File: config.mk
export PLATFORM = sky130hd
export DESIGN_NAME = q4k_block_dequantizer_core
export DESIGN_NICKNAME = d
export VERILOG_FILES = /design/src/rtl/core/q4k_pkg.sv /design/src/rtl/core/q4k_block_dequantizer_core.sv /design/src/rtl/core/q4k_front.sv /design/src/rtl/core/q4k_queue.sv /design/src/rtl/core/q4k_back.sv
export SDC_FILE = /design/constraint.sdc
export NUM_CORES = 2
export LEC_CHECK = 0
export ABC_AREA = 1
export BUFFER_PORTS_ARGS = -buffer_cell sky130_fd_sc_hd__buf_4
export CAP_MARGIN = 20
export CORE_ASPECT_RATIO = 1.2
export CORE_MARGIN = 3
export CORE_UTILIZATION = 50
export CTS_CLUSTER_DIAMETER = 50
export DETAILED_ROUTE_END_ITERATION = 12
export MAX_ROUTING_LAYER = met4
export PLACE_DENSITY = 0.72
export SLEW_MARGIN = 0
export SYNTH_ARGS = -nofsm -noshare
export SYNTH_HDL_FRONTEND = slang
export SYNTH_SLANG_ARGS = --single-unit
File: constraint.sdc
create_clock -name clk -period 32.7 [get_ports clk]
set_clock_uncertainty 0.2 [all_clocks]
set_input_delay 1.635 -clock clk [delete_from_list [all_inputs] [get_ports clk]]
set_output_delay 1.635 -clock clk [all_outputs]
set_load 0.03 [all_outputs]
File: src/rtl/core/q4k_pkg.sv
// Shared types, constants and binary32 arithmetic helpers for the Q4_K dequantiser.
package q4k_pkg;

  localparam int BLOCK_BYTES   = 144;
  localparam int HEADER_BYTES  = 16;
  localparam int PACKED_COUNT  = 12;
  localparam int QUEUE_DEPTH_DEF = 4;
  localparam logic [31:0] CANON_NAN = 32'h7FC0_0000;

  // one quant byte, classified and ready for the arithmetic side
  typedef struct packed {
    logic [31:0] scale_f;
    logic [31:0] min_f;
    logic [5:0]  sc_lo;
    logic [5:0]  mn_lo;
    logic [5:0]  sc_hi;
    logic [5:0]  mn_hi;
    logic [3:0]  nib_lo;
    logic [3:0]  nib_hi;
    logic [7:0]  index;
    logic        last;
  } job_t;

  // subtract after alignment, before normalisation
  typedef struct packed {
    logic        spec;
    logic [31:0] spec_val;
    logic        sign;
    logic [8:0]  exp;
    logic [27:0] mant;
  } add_mid_t;

  function automatic logic [31:0] half_to_f(input logic [15:0] h);
    logic [4:0]  e;
    logic [9:0]  m;
    logic [3:0]  k;
    logic [32:0] t;
    logic [31:0] r;
    e = h[14:10];
    m = h[9:0];
    k = 4'd0;
    t = 33'd0;
    if (e == 5'd0) begin
      if (m == 10'd0) begin
        r = {h[15], 31'd0};
      end else begin
        // subnormal: m * 2^-24, renormalised
        for (int i = 0; i < 10; i++) begin
          if (m[i]) k = 4'(i);
        end
        t = {23'd0, m} << (5'd23 - {1'b0, k});
        r = {h[15], 8'(8'd103 + {4'd0, k}), t[22:0]};
      end
    end else if (e == 5'd31) begin
      r = (m != 10'd0) ? CANON_NAN : {h[15], 8'hFF, 23'd0};
    end else begin
      r = {h[15], 8'({3'd0, e} + 8'd112), m, 13'd0};
    end
    return r;
  endfunction

  function automatic logic [31:0] small_to_f(input logic [5:0] n);
    logic [2:0]  k;
    logic [28:0] t;
    logic [31:0] r;
    k = 3'd0;
    t = 29'd0;
    for (int i = 0; i < 6; i++) begin
      if (n[i]) k = 3'(i);
    end
    if (n == 6'd0) begin
      r = 32'd0;
    end else begin
      t = {23'd0, n} << (5'd23 - {2'd0, k});
      r = {1'b0, 8'(8'd127 + {5'd0, k}), t[22:0]};
    end
    return r;
  endfunction

  // operands here are zero, normal, infinite or NaN; products stay in normal range
  function automatic logic [31:0] f_mul(input logic [31:0] a, input logic [31:0] b);
    logic        s, a_nan, b_nan, a_inf, b_inf, a_zero, b_zero, g, st, up;
    logic [47:0] p;
    logic [9:0]  e;
    logic [22:0] mt;
    logic [23:0] rr;
    logic [31:0] r;
    s      = a[31] ^ b[31];
    a_nan  = (a[30:23] == 8'hFF) && (a[22:0] != 23'd0);
    b_nan  = (b[30:23] == 8'hFF) && (b[22:0] != 23'd0);
    a_inf  = (a[30:23] == 8'hFF) && (a[22:0] == 23'd0);
    b_inf  = (b[30:23] == 8'hFF) && (b[22:0] == 23'd0);
    a_zero = (a[30:0] == 31'd0);
    b_zero = (b[30:0] == 31'd0);
    p  = 48'({1'b1, a[22:0]}) * 48'({1'b1, b[22:0]});
    e  = 10'({2'd0, a[30:23]} + {2'd0, b[30:23]} - 10'd127);
    if (p[47]) begin
      mt = p[46:24];
      g  = p[23];
      st = |p[22:0];
      e  = e + 10'd1;
    end else begin
      mt = p[45:23];
      g  = p[22];
      st = |p[21:0];
    end
    up = g && (st || mt[0]);
    rr = {1'b0, mt} + {23'd0, up};
    if (rr[23]) e = e + 10'd1;
    if (a_nan || b_nan || (a_inf && b_zero) || (b_inf && a_zero)) begin
      r = CANON_NAN;
    end else if (a_inf || b_inf) begin
      r = {s, 8'hFF, 23'd0};
    end else if (a_zero || b_zero) begin
      r = {s, 31'd0};
    end else begin
      r = {s, e[7:0], rr[22:0]};
    end
    return r;
  endfunction

  // a - b: specials, swap, align, add or subtract
  function automatic add_mid_t f_sub_align(input logic [31:0] a, input logic [31:0] b);
    logic        bs, a_nan, b_nan, a_inf, b_inf, a_zero, b_zero, sticky;
    logic [31:0] nb, big, sml;
    logic [26:0] mbig, msm, sh, al, mask;
    logic [7:0]  d;
    add_mid_t    r;
    bs     = ~b[31];
    nb     = {bs, b[30:0]};
    a_nan  = (a[30:23] == 8'hFF) && (a[22:0] != 23'd0);
    b_nan  = (b[30:23] == 8'hFF) && (b[22:0] != 23'd0);
    a_inf  = (a[30:23] == 8'hFF) && (a[22:0] == 23'd0);
    b_inf  = (b[30:23] == 8'hFF) && (b[22:0] == 23'd0);
    a_zero = (a[30:0] == 31'd0);
    b_zero = (b[30:0] == 31'd0);
    big    = (b[30:0] > a[30:0]) ? nb : a;
    sml    = (b[30:0] > a[30:0]) ? a : nb;
    mbig   = {1'b1, big[22:0], 3'd0};
    msm    = {1'b1, sml[22:0], 3'd0};
    d      = big[30:23] - sml[30:23];
    if (d >= 8'd27) begin
      sh     = 27'd0;
      sticky = 1'b1;
    end else begin
      mask   = (27'd1 << d[4:0]) - 27'd1;
      sh     = msm >> d[4:0];
      sticky = |(msm & mask);
    end
    al         = {sh[26:1], sh[0] | sticky};
    r.spec     = 1'b0;
    r.spec_val = 32'd0;
    r.sign     = big[31];
    r.exp      = {1'b0, big[30:23]};
    if (big[31] == sml[31]) r.mant = {1'b0, mbig} + {1'b0, al};
    else                    r.mant = {1'b0, mbig} - {1'b0, al};
    if (a_nan || b_nan || (a_inf && b_inf && (a[31] != bs))) begin
      r.spec     = 1'b1;
      r.spec_val = CANON_NAN;
    end else if (a_inf) begin
      r.spec     = 1'b1;
      r.spec_val = a;
    end else if (b_inf) begin
      r.spec     = 1'b1;
      r.spec_val = nb;
    end else if (a_zero && b_zero) begin
      r.spec     = 1'b1;
      r.spec_val = {a[31] & bs, 31'd0};
    end else if (a_zero) begin
      r.spec     = 1'b1;
      r.spec_val = nb;
    end else if (b_zero) begin
      r.spec     = 1'b1;
      r.spec_val = a;
    end else if (r.mant == 28'd0) begin
      // exact cancellation gives +0
      r.spec     = 1'b1;
      r.spec_val = 32'd0;
    end
    return r;
  endfunction

  // normalise and round to nearest even
  function automatic logic [31:0] f_sub_norm(input add_mid_t m);
    logic [4:0]  l;
    logic [27:0] t;
    logic [26:0] n;
    logic [8:0]  e;
    logic        up;
    logic [23:0] rr;
    logic [31:0] r;
    l = 5'd0;
    for (int i = 0; i < 28; i++) begin
      if (m.mant[i]) l = 5'(i);
    end
    if (l == 5'd27) begin
      n = {m.mant[27:2], m.mant[1] | m.mant[0]};
      e = m.exp + 9'd1;
    end else begin
      t = m.mant << (5'd26 - l);
      n = t[26:0];
      e = m.exp - {4'd0, 5'd26 - l};
    end
    up = n[2] && (n[1] || n[0] || n[3]);
    rr = {1'b0, n[25:3]} + {23'd0, up};
    if (rr[23]) e = e + 9'd1;
    r = m.spec ? m.spec_val : {m.sign, e[7:0], rr[22:0]};
    return r;
  endfunction

endpackage

File: src/rtl/core/q4k_block_dequantizer_core.sv
// Top level of the Q4_K block dequantiser: front end, job queue, arithmetic back end.
//
//  channel | dir | handshake           | payload
//  s_*     | in  | s_tvalid / s_tready | s_tdata[7:0] = data_byte
//  m_*     | out | m_tvalid / m_tready | m_tdata = elem_index, value_low, value_high;
//          |     |                     | m_tlast = block_last
//
// Header bytes (16 per 144-byte block) transfer at one per cycle and give no result.
// In the back end each quant byte takes one step to take the job from the queue,
// six passes through the one shared binary32 multiplier and two two-step subtracts,
// the last subtract step also loading the output register.
// The queue (QUEUE_DEPTH jobs) lets the front keep taking bytes while the back works.
// Reset (rst, synchronous) returns to the start of a block and empties queue and output.
// A stalled m_tready holds the finished result; the back end then stops in its last step.
module q4k_block_dequantizer_core #(
  parameter int QUEUE_DEPTH = q4k_pkg::QUEUE_DEPTH_DEF
) (
  input  logic        clk,
  input  logic        rst,
  input  logic        s_tvalid,
  output logic        s_tready,
  input  logic [7:0]  s_tdata,   // [7:0] data_byte
  output logic        m_tvalid,
  input  logic        m_tready,
  output logic [71:0] m_tdata,   // [7:0] elem_index, [39:8] value_low, [71:40] value_high
  output logic        m_tlast    // block_last
);

  q4k_pkg::job_t f_job;
  q4k_pkg::job_t b_job;
  logic          f_valid;
  logic          f_ready;
  logic          b_valid;
  logic          b_ready;
  logic [7:0]    o_index;
  logic [31:0]   o_low;
  logic [31:0]   o_high;

  q4k_front u_front (
    .clk       (clk),
    .rst       (rst),
    .in_valid  (s_tvalid),
    .in_ready  (s_tready),
    .in_byte   (s_tdata),
    .job_valid (f_valid),
    .job_ready (f_ready),
    .job       (f_job)
  );

  q4k_queue #(
    .DEPTH (QUEUE_DEPTH)
  ) u_queue (
    .clk        (clk),
    .rst        (rst),
    .push_valid (f_valid),
    .push_ready (f_ready),
    .push_job   (f_job),
    .pop_valid  (b_valid),
    .pop_ready  (b_ready),
    .pop_job    (b_job)
  );

  q4k_back u_back (
    .clk       (clk),
    .rst       (rst),
    .job_valid (b_valid),
    .job_ready (b_ready),
    .job       (b_job),
    .out_valid (m_tvalid),
    .out_ready (m_tready),
    .out_index (o_index),
    .out_low   (o_low),
    .out_high  (o_high),
    .out_last  (m_tlast)
  );

  assign m_tdata = {o_high, o_low, o_index};

endmodule

File: src/rtl/core/q4k_front.sv
// Front end: tracks block position, keeps header bytes, classifies quant bytes into jobs.
module q4k_front (
  input  logic              clk,
  input  logic              rst,
  input  logic              in_valid,
  output logic              in_ready,
  input  logic [7:0]        in_byte,
  output logic              job_valid,
  input  logic              job_ready,
  output q4k_pkg::job_t     job
);

  logic [7:0]  pos;
  logic [7:0]  pos_next;
  logic [15:0] scale_half;
  logic [15:0] min_half;
  logic [7:0]  pk [q4k_pkg::PACKED_COUNT];
  logic [5:0]  sc [8];
  logic [5:0]  mn [8];
  logic        is_header;
  logic        take;
  logic [6:0]  p;
  logic [7:0]  pk_off;
  logic [2:0]  j_lo;
  logic [2:0]  j_hi;

  assign is_header = (pos < 8'(q4k_pkg::HEADER_BYTES));
  assign in_ready  = is_header || job_ready;
  assign take      = in_valid && in_ready;
  assign job_valid = in_valid && !is_header;
  assign pos_next  = (pos == 8'(q4k_pkg::BLOCK_BYTES - 1)) ? 8'd0 : pos + 8'd1;
  assign pk_off    = pos - 8'd4;
  assign p         = 7'(pos - 8'(q4k_pkg::HEADER_BYTES));
  assign j_lo      = {p[6:5], 1'b0};
  assign j_hi      = {p[6:5], 1'b1};

  // 6-bit scale/min unpacking, fixed wiring per sub-block
  always_comb begin
    for (int j = 0; j < 4; j++) begin
      sc[j]     = pk[j][5:0];
      mn[j]     = pk[j + 4][5:0];
      sc[j + 4] = {pk[j][7:6], pk[j + 8][3:0]};
      mn[j + 4] = {pk[j + 4][7:6], pk[j + 8][7:4]};
    end
  end

  always_comb begin
    job.scale_f = q4k_pkg::half_to_f(scale_half);
    job.min_f   = q4k_pkg::half_to_f(min_half);
    job.sc_lo   = sc[j_lo];
    job.mn_lo   = mn[j_lo];
    job.sc_hi   = sc[j_hi];
    job.mn_hi   = mn[j_hi];
    job.nib_lo  = in_byte[3:0];
    job.nib_hi  = in_byte[7:4];
    job.index   = {p[6:5], 1'b0, p[4:0]};
    job.last    = (p == 7'd127);
  end

  always_ff @(posedge clk) begin
    if (rst) begin
      pos <= 8'd0;
    end else if (take) begin
      pos <= pos_next;
    end
  end

  always_ff @(posedge clk) begin
    if (take) begin
      case (pos)
        8'd0:    scale_half[7:0]  <= in_byte;
        8'd1:    scale_half[15:8] <= in_byte;
        8'd2:    min_half[7:0]    <= in_byte;
        8'd3:    min_half[15:8]   <= in_byte;
        default: begin
          if (is_header) pk[pk_off[3:0]] <= in_byte;
        end
      endcase
    end
  end

endmodule

File: src/rtl/core/q4k_queue.sv
// Short job queue between the front end and the arithmetic back end.
module q4k_queue #(
  parameter int DEPTH = q4k_pkg::QUEUE_DEPTH_DEF
) (
  input  logic          clk,
  input  logic          rst,
  input  logic          push_valid,
  output logic          push_ready,
  input  q4k_pkg::job_t push_job,
  output logic          pop_valid,
  input  logic          pop_ready,
  output q4k_pkg::job_t pop_job
);

  localparam int PW = (DEPTH > 1) ? $clog2(DEPTH) : 1;
  localparam int CW = $clog2(DEPTH + 1);

  q4k_pkg::job_t mem [DEPTH];
  logic [PW-1:0] wptr;
  logic [PW-1:0] rptr;
  logic [CW-1:0] count;
  logic          do_push;
  logic          do_pop;

  assign push_ready = (count != CW'(DEPTH));
  assign pop_valid  = (count != '0);
  assign pop_job    = mem[rptr];
  assign do_push    = push_valid && push_ready;
  assign do_pop     = pop_valid && pop_ready;

  always_ff @(posedge clk) begin
    if (do_push) mem[wptr] <= push_job;
  end

  always_ff @(posedge clk) begin
    if (rst) begin
      wptr  <= '0;
      rptr  <= '0;
      count <= '0;
    end else begin
      if (do_push) wptr <= (wptr == PW'(DEPTH - 1)) ? '0 : wptr + PW'(1);
      if (do_pop)  rptr <= (rptr == PW'(DEPTH - 1)) ? '0 : rptr + PW'(1);
      if (do_push && !do_pop)      count <= count + CW'(1);
      else if (do_pop && !do_push) count <= count - CW'(1);
    end
  end

endmodule

File: src/rtl/core/q4k_back.sv
// Back end: sequenced binary32 multiply/subtract on one shared multiplier, output register.
module q4k_back (
  input  logic          clk,
  input  logic          rst,
  input  logic          job_valid,
  output logic          job_ready,
  input  q4k_pkg::job_t job,
  output logic          out_valid,
  input  logic          out_ready,
  output logic [7:0]    out_index,
  output logic [31:0]   out_low,
  output logic [31:0]   out_high,
  output logic          out_last
);

  localparam logic [3:0] ST_IDLE = 4'd0;
  localparam logic [3:0] ST_M0   = 4'd1;
  localparam logic [3:0] ST_M1   = 4'd2;
  localparam logic [3:0] ST_M2   = 4'd3;
  localparam logic [3:0] ST_M3   = 4'd4;
  localparam logic [3:0] ST_M4   = 4'd5;
  localparam logic [3:0] ST_M5   = 4'd6;
  localparam logic [3:0] ST_A0   = 4'd7;
  localparam logic [3:0] ST_A1   = 4'd8;
  localparam logic [3:0] ST_A2   = 4'd9;
  localparam logic [3:0] ST_A3   = 4'd10;

  logic [3:0]        state;
  logic [3:0]        state_next;
  q4k_pkg::job_t     cur;
  logic [31:0]       mul_a;
  logic [31:0]       mul_b;
  logic [31:0]       mul_r;
  logic [31:0]       d1_lo, m1_lo, d1_hi, m1_hi, p_lo, p_hi, v_lo;
  q4k_pkg::add_mid_t mid;
  logic              out_free;

  assign job_ready = (state == ST_IDLE);
  assign out_free  = !out_valid || out_ready;

  always_comb begin
    case (state)
      ST_M0:   begin mul_a = cur.scale_f; mul_b = q4k_pkg::small_to_f(cur.sc_lo); end
      ST_M1:   begin mul_a = cur.min_f;   mul_b = q4k_pkg::small_to_f(cur.mn_lo); end
      ST_M2:   begin mul_a = cur.scale_f; mul_b = q4k_pkg::small_to_f(cur.sc_hi); end
      ST_M3:   begin mul_a = cur.min_f;   mul_b = q4k_pkg::small_to_f(cur.mn_hi); end
      ST_M4:   begin mul_a = d1_lo; mul_b = q4k_pkg::small_to_f({2'd0, cur.nib_lo}); end
      ST_M5:   begin mul_a = d1_hi; mul_b = q4k_pkg::small_to_f({2'd0, cur.nib_hi}); end
      default: begin mul_a = 32'd0; mul_b = 32'd0; end
    endcase
  end

  assign mul_r = q4k_pkg::f_mul(mul_a, mul_b);

  always_comb begin
    case (state)
      ST_IDLE: state_next = job_valid ? ST_M0 : ST_IDLE;
      ST_A3:   state_next = out_free ? ST_IDLE : ST_A3;
      default: state_next = state + 4'd1;
    endcase
  end

  always_ff @(posedge clk) begin
    if (rst) begin
      state     <= ST_IDLE;
      out_valid <= 1'b0;
    end else begin
      state <= state_next;
      if (state == ST_A3 && out_free) out_valid <= 1'b1;
      else if (out_ready)             out_valid <= 1'b0;
    end
  end

  always_ff @(posedge clk) begin
    case (state)
      ST_IDLE: if (job_valid) cur <= job;
      ST_M0:   d1_lo <= mul_r;
      ST_M1:   m1_lo <= mul_r;
      ST_M2:   d1_hi <= mul_r;
      ST_M3:   m1_hi <= mul_r;
      ST_M4:   p_lo  <= mul_r;
      ST_M5:   p_hi  <= mul_r;
      ST_A0:   mid   <= q4k_pkg::f_sub_align(p_lo, m1_lo);
      ST_A1:   v_lo  <= q4k_pkg::f_sub_norm(mid);
      ST_A2:   mid   <= q4k_pkg::f_sub_align(p_hi, m1_hi);
      ST_A3: begin
        if (out_free) begin
          out_index <= cur.index;
          out_low   <= v_lo;
          out_high  <= q4k_pkg::f_sub_norm(mid);
          out_last  <= cur.last;
        end
      end
      default: ;
    endcase
  end

  a_start: assert property (@(posedge clk) disable iff (rst)
    (job_valid && job_ready) |=> (state == ST_M0))
    else $error("job taken but sequence not started");

  a_hold: assert property (@(posedge clk) disable iff (rst)
    (state == ST_A3 && out_valid && !out_ready) |=> (state == ST_A3))
    else $error("result overwrote an untaken output");

  a_nan: assert property (@(posedge clk) disable iff (rst)
    out_valid |-> ((out_low[30:23] != 8'hFF) || (out_low[22:0] == 23'd0)
                   || (out_low == q4k_pkg::CANON_NAN)))
    else $error("non-canonical NaN on output");

  a_one_fill: assert property (@(posedge clk) disable iff (rst)
    (state == ST_A3 && out_free) |=> out_valid)
    else $error("finished result not presented");

endmodule
* Yosys cells after proc, flatten, opt, wreduce, memory -nomap -nowiden
Memories as Yosys holds them, arrays and structs flattened. A register that Yosys moved wholly into a read port is not among the register bits. Cells that the tools add are included. W data, S select, Z words.
Operators by class: add/sub/neg operators 48, multipliers 1, order comparisons 7, equality and inequality tests 32, shifts and indexed selects 14, muxes and demuxes 181, bitwise operators 12, reduce and logical (&&, ||, !) cells 101
Operator list (number):
- $mux W33 | 14
- $mux W32 | 13
- $mux W31 | 10
- $pmux W32 S6 | 1
- $logic_not A31 Y1 | 6
- $pmux W71 S2 | 1
- $logic_not A23 Y1 | 6
- $reduce_bool A23 Y1 | 6
- $mux W26 | 5
- $mux W5 | 26
- $pmux W32 S4 | 1
- $mux W28 | 4
- $mux W27 | 4
- $shl A6 B5 Y23 | 4
- $mux W8 | 10
- $mux W3 | 25
- $add A23 B1 Y24 | 3
- $bmux W6 S3 | 4
- $gt A31 B31 Y1 | 2
- $add A27 B27 Y28 | 2
- $eq A8 B8 Y1 const B | 7
- $logic_not A28 Y1 | 2
- $shl A28 B5 Y26 | 2
- $sub A27 B27 Y28 | 2
- 67 further kinds | 236
Word-level totals: flip-flop bits (word level) 427, RAM bits 512, input port bits 12, output and inout bits 75, word-level logic and storage cells 425, memories kept 2
Memories:
- u_queue.mem | words 4, bits a word 104, rd ports 1, clocked after memory_dff 1, wr ports 1, line q4k_queue.sv:18 | q4k_pkg::job_t mem [DEPTH];
- u_front.pk | words 12, bits a word 8, rd ports 12, clocked after memory_dff 0, wr ports 1, line q4k_front.sv:17 | logic [7:0] pk [q4k_pkg::PACKED_COUNT];

* Longest topological paths before layout
word-level depth 40, depth in mapped cells 64, gate-level depth less buffers 62

* Hierarchy
From an unflattened synthesis, not the netlist that was laid out.
Second synthesis, totals: cells, all modules 7612, area, all modules 67179.4 µm²
By module, submodules not included:
- q4k_back | instances 1, cells each 5871, area an instance 44088.5 µm², seq. area each 14273.7 µm²
- q4k_queue | instances 1, cells each 1084, area an instance 16138.0 µm², seq. area each 12792.3 µm²
- q4k_front | instances 1, cells each 657, area an instance 6952.9 µm², seq. area each 4003.8 µm²

* Worst setup path before layout
Ideal clock, no wire load.
path kind reg2reg, start point register u_back.state[1], end point register u_back.d1_hi[16], data pin, library setup time 0.202 ns, data arrival time 10.176 ns, required time 32.298 ns, path slack 22.122 ns, cell stages (with the launch flop) 54, buffers on the path 5, clock period less this slack 10.578 ns, path through dfxtp_1 -> inv_1 -> ha_1 -> inv_1 -> nor2_1 -> clkbuf_1 -> buf_1 -> clkbuf_1 -> o21ai_0 -> o2111ai_1 -> nor2_1 -> inv_1 -> clkbuf_1 -> nand2_1 -> fa_1 -> inv_1 -> fa_1 -> fa_1 -> [18 not listed] -> nand2_1 -> nand2_2 -> nand2_4 -> buf_6 -> o21ai_0 -> nand2_1 -> inv_1 -> ha_1 -> nand2_1 -> nor2_1 -> nand2_1 -> nor2_2 -> nand2_1 -> nor2_1 -> nand2_1 -> nor3_1 -> nand2_1 -> a21oi_1
On the way: word-level cells in the longest chain between the ends 12, elaborated cells on any way between the ends 41, those cells by class 1 x add/sub; 1 x mul; 8 x eq/ne; 8 x mux; 23 x reduce/logical
Ends and longest elaborated chain:
- from (decl) | line q4k_back.sv:28 | logic [3:0] state;
- from (signal assigned) | line q4k_back.sv:68 | state <= state_next;
- $eq A4 B2 Y1 (tied with other cells) | line q4k_back.sv:42 | case (state)
- $reduce_or A2 Y1 (no line)
- $pmux W32 S4 | line q4k_back.sv:42
- $mul A24 B24 Y48 | line q4k_pkg.sv:95 | p = 48'({1'b1, a[22:0]}) * 48'({1'b1, b[22:0]});
- $reduce_or A23 Y1 or $reduce_or A22 Y1 (tied branches) | line q4k_pkg.sv:100, q4k_pkg.sv:105
- $mux W1 | line q4k_pkg.sv:97 | if (p[47]) begin
- $logic_or A1 B1 Y1 | line q4k_pkg.sv:107 | up = g && (st || mt[0]);
- $logic_and A1 B1 Y1 | line q4k_pkg.sv:107
- $add A23 B1 Y24 | line q4k_pkg.sv:108 | rr = {1'b0, mt} + {23'd0, up};
- $mux W31 | line q4k_pkg.sv:114 | end else if (a_zero || b_zero) begin
- $mux W31 | line q4k_pkg.sv:112 | end else if (a_inf || b_inf) begin
- $mux W32 (*) | line q4k_pkg.sv:110 | if (a_nan || b_nan || (a_inf && b_zero) || (b_inf && a_zero)) begin
- named net u_back.mul_r[16] | line q4k_back.sv:33 | logic [31:0] mul_r;
- to (signal assigned) | line q4k_back.sv:79 | ST_M2: d1_hi <= mul_r;
- to (decl) | line q4k_back.sv:34 | logic [31:0] d1_lo, m1_lo, d1_hi, m1_hi, p_lo, p_hi, v_lo;
The timed path passes the listed nets; every way through them passes the cells marked *. A chain may end at the register's enable or synchronous reset.

* Worst setup path after layout
start point register u_back.cur[34] (netlist bit), end point register u_back.d1_hi[16], data pin
On the way: word-level cells in the longest chain between the ends 15, elaborated cells on any way between the ends 33, those cells by class 3 x add/sub; 1 x mul; 1 x eq/ne; 1 x shift; 10 x mux; 17 x reduce/logical
Ends and longest elaborated chain:
- from (decl) | line q4k_back.sv:30 | q4k_pkg::job_t cur;
- from (signal assigned) | line q4k_back.sv:76 | ST_IDLE: if (job_valid) cur <= job;
- $mux W3 | line q4k_pkg.sv:69 | if (n[i]) k = 3'(i);
- $mux W3 | line q4k_back.sv:42
- $sub A5 B3 Y5 | line q4k_pkg.sv:74 | t = {23'd0, n} << (5'd23 - {2'd0, k});
- $shl A6 B5 Y23 | line q4k_pkg.sv:74
- $mux W31 (*) | line q4k_pkg.sv:71 | if (n == 6'd0) begin
- $pmux W32 S6 (*) | line q4k_back.sv:42
- $mul A24 B24 Y48 | line q4k_pkg.sv:95
- $reduce_or A23 Y1 or $reduce_or A22 Y1 (tied branches) | line q4k_pkg.sv:100, q4k_pkg.sv:105
- $mux W1 | line q4k_pkg.sv:97
- $logic_or A1 B1 Y1 | line q4k_pkg.sv:107
- $logic_and A1 B1 Y1 | line q4k_pkg.sv:107
- $add A23 B1 Y24 | line q4k_pkg.sv:108
- $mux W31 | line q4k_pkg.sv:114
- $mux W31 | line q4k_pkg.sv:112
- $mux W32 (*) | line q4k_pkg.sv:110
- named net u_back.mul_r[16] | line q4k_back.sv:33
The timed path passes the listed nets; every way through them passes the cells marked *. The select of a mux whose other input is x is not followed.

==> run metrics <==
DIE WIDTH=336 um; post-placement cell count=9119; core area=129000 um2; Final HPWL DP=157 mm; final net count=8065; P per Cell Area=74.9 nW/um2; slowest CP cell=o21ai_0; Final Hold Fails=0; Main synth FF type=edfxtp_1; Setup crit end=u_back.d1_hi[16]; Die ar.=135000 um2; Avg Inst Size Synth=8.81 um2; Max Slew Vio Count=0; GPL Wtd Cong=1.03; EDFF count, synth=1004; Initial Utilization=50.6%; Syn. warnings=0; Gate power share=43.7%; Area growth syn-to-layout=9.62%; top cells by area, synth=edfxtp_1 (46%), nand2_1 (8.8%), ha_1 (6.9%); layout cells sized above 1=6.53%; final worst path period share=34.5%; R2R Setup Slk=21420 ps; CTS hold repair buffers=0; Worst Path Arrival=11520 ps; Critical R2R Capture=u_back.d1_hi[16]; vias=53537; slowest stage delay, CP=820 ps; Crit Path Category=register to register; Die Height=402 um; std cell rows=144; Clock Path Buffers=3; Seq pwr share=33.6%; delay-heaviest family, CP=adder cells; unrepaired setup endpoints after global routing=false; clock slew seen by the registers of the worst setup and hold paths=60 ps; first-pass GRT wire length=309 mm; area of the multi-input gates=30800 um2; vias in the first global route=51267; Fin Setup TNS=0 ps; # fillers=11626; CP Data Required Time=32940 ps; CP Capture Type=register; FF+latch count, synth=1024; CTS resizes=0; most used routing layer=met2; initial antenna violation count=1; vias per cell=5.75; DR WL/cell=22.2 um; WP depth=50; final wirelength=206 mm; switching share of power=41.9%; clock share of power=22.7%; Psw=2.25 mW; Top cell by count, worst path=nand2_1; Post-synth ARST share=0%; area occupied by registers=30600 um2; internal power=3.12 mW; GR Util met1=35.5%; Setup Fix Bufs, Post-CTS=0; register area share after synthesis=46.7%; largest net degree at the start of global routing=123; Hold/Removal Path Class=register to register; total clock sinks=1024; Inserted Clock Buffers=108; Setup crit start=u_back.cur[34]; worst r2r path cells=50; met3 GRT Util=3.05%; GR Layer Usage met2=51.6%; FMAX=88.6 MHz; post-synthesis cell type count=73; Remaining DRCs=0; top cell type's share of synthesized area=46.1%; Max-slew headroom=22.1%; Syn Std Cell Area=65400 um2; I/O Buffers=85; status=completed; reg-to-reg startpoint=u_back.cur[34]; root buf cell=clkbuf_16; H-tree Lvls=3; IO Pins=87; Worst-Skew Late Latency=750 ps; post-synth top area cell=edfxtp_1; total gr overflow=0; Final setup violation count=0; Buf/Inv on CP=5; CTS tree=done; leakage=30.1 nW; crit path max fanout=31; drt pass-1 iters=6; Synth top cells by count=nand2_1 (1529), edfxtp_1 (1004), inv_1 (916); GRT Util Overall=31.0%; Worst-Margin Slew=1170 ps; CP Launch Type=register; Peak VDD IR=0.0852 mV; Post-Layout Cell Count=9318; Max Cap Violations=0; Min Clock Period, post-route=11290 ps; post-route antenna net violation count=0; top-count cell post-synth=nand2_1; Cells after Synth=7425; Iter 0 DRT Violations=4755
[through the flow]
stage	hold slack (ps)	setup slack, ps	power [mW]	utilization (%)	cell area (um2)
2_1_floorplan	200	22120	3.45	-	65900
3_3_place_gp	201	21940	4.10	52.7	68000
3_5_place_dp	205	21650	4.12	52.7	68100
4_1_cts	206	21510	5.37	55.5	71700
5_1_grt	209	20290	5.76	55.5	71700
6_report	204	21420	5.37	55.5	71700
[cell usage in the layout, fill, tap and decap left out, types with 47 or more instances in the layout]
master and count:
clkbuf_16 108, o22ai_1 160, nand3_1 562, a22o_1 51
or2_2 47, nand2_1 1529, o21ai_0 592, nand4_1 89
inv_1 914, conb_1 152, edfxtp_1 1004, nor3_1 56
a21oi_1 273, ha_1 362, xor2_1 64, fa_1 138
buf_4 142, o21ai_1 53, o211ai_1 48, nor2_1 717
nor4_1 58
[worst min path at each step]
stage / start / endpoint / depth (start not counted)
final: u_back.v_lo[18] / u_back.out_low[18] / 0
after global routing: u_back.v_lo[18] / u_back.out_low[18] / 0
after CTS: u_back.v_lo[18] / u_back.out_low[18] / 0
after detailed placement: u_back.v_lo[26] / u_back.out_low[26] / 0
after global placement: u_back.v_lo[5] / u_back.out_low[5] / 0
after floorplan: u_back.cur[1] / u_back.out_index[0] / 0
[power by group through the flow]
stage / clock [mW] / sequential [mW] / combinational [mW]
6_report: 1.22 / 1.80 / 2.34
5_1_grt: 1.29 / 1.81 / 2.65
4_1_cts: 1.24 / 1.80 / 2.33
3_5_place_dp: 0 / 1.83 / 2.29
3_3_place_gp: 0 / 1.83 / 2.27
2_1_floorplan: 0 / 1.78 / 1.67
[area by class of cell]
cell class | instances | share of cell area (%)
clock buffer | 128 | 3.88
antenna | 1 | 0.00349
clock inverter | 68 | 1.16
multi-input combinational | 5323 | 42.9
timing repair buffer | 144 | 1.51
tap | 1679 | 2.93
sequential | 1024 | 42.6
inverter | 951 | 4.99
[cell families (layout without fill, tap and decap cells)]
group | count (synthesis) | after routing | synth area share (%)
XOR/XNOR | 86 | 86 | 1.15
other | 2 | 153 | 0.0115
adder cells (fa/ha/maj) | 501 | 501 | 11.2
multiplexers | 34 | 34 | 0.520
AO/OA/AOI/OAI | 1344 | 1344 | 11.8
AND/OR/NAND/NOR | 3206 | 3206 | 21.3
buffers and inverters | 1228 | 1291 | 7.35
flip-flops | 1024 | 1024 | 46.7
[routing by layer]
metal	vias to the layer above	part of all wire, %
met3	582	5.4
li1	25488	-
met4	0	8.0
met2	2079	49
met1	25388	38
met5	-	0
[sequential cells by signal (all words and copies together), names as in the netlist, 16 cells and up]
name and flops:
u_back.p_hi 32, u_front.pk 96, u_back.d1_lo 32, u_queue.mem 408, u_back.out_low 32, u_back.cur 102
u_back.v_lo 32, u_back.mid 70, u_back.p_lo 32, u_back.m1_hi 32, u_back.d1_hi 32, u_front.min_half 16
u_back.m1_lo 32, u_back.out_high 32, u_front.scale_half 16
(Power assumes the default switching activity.)
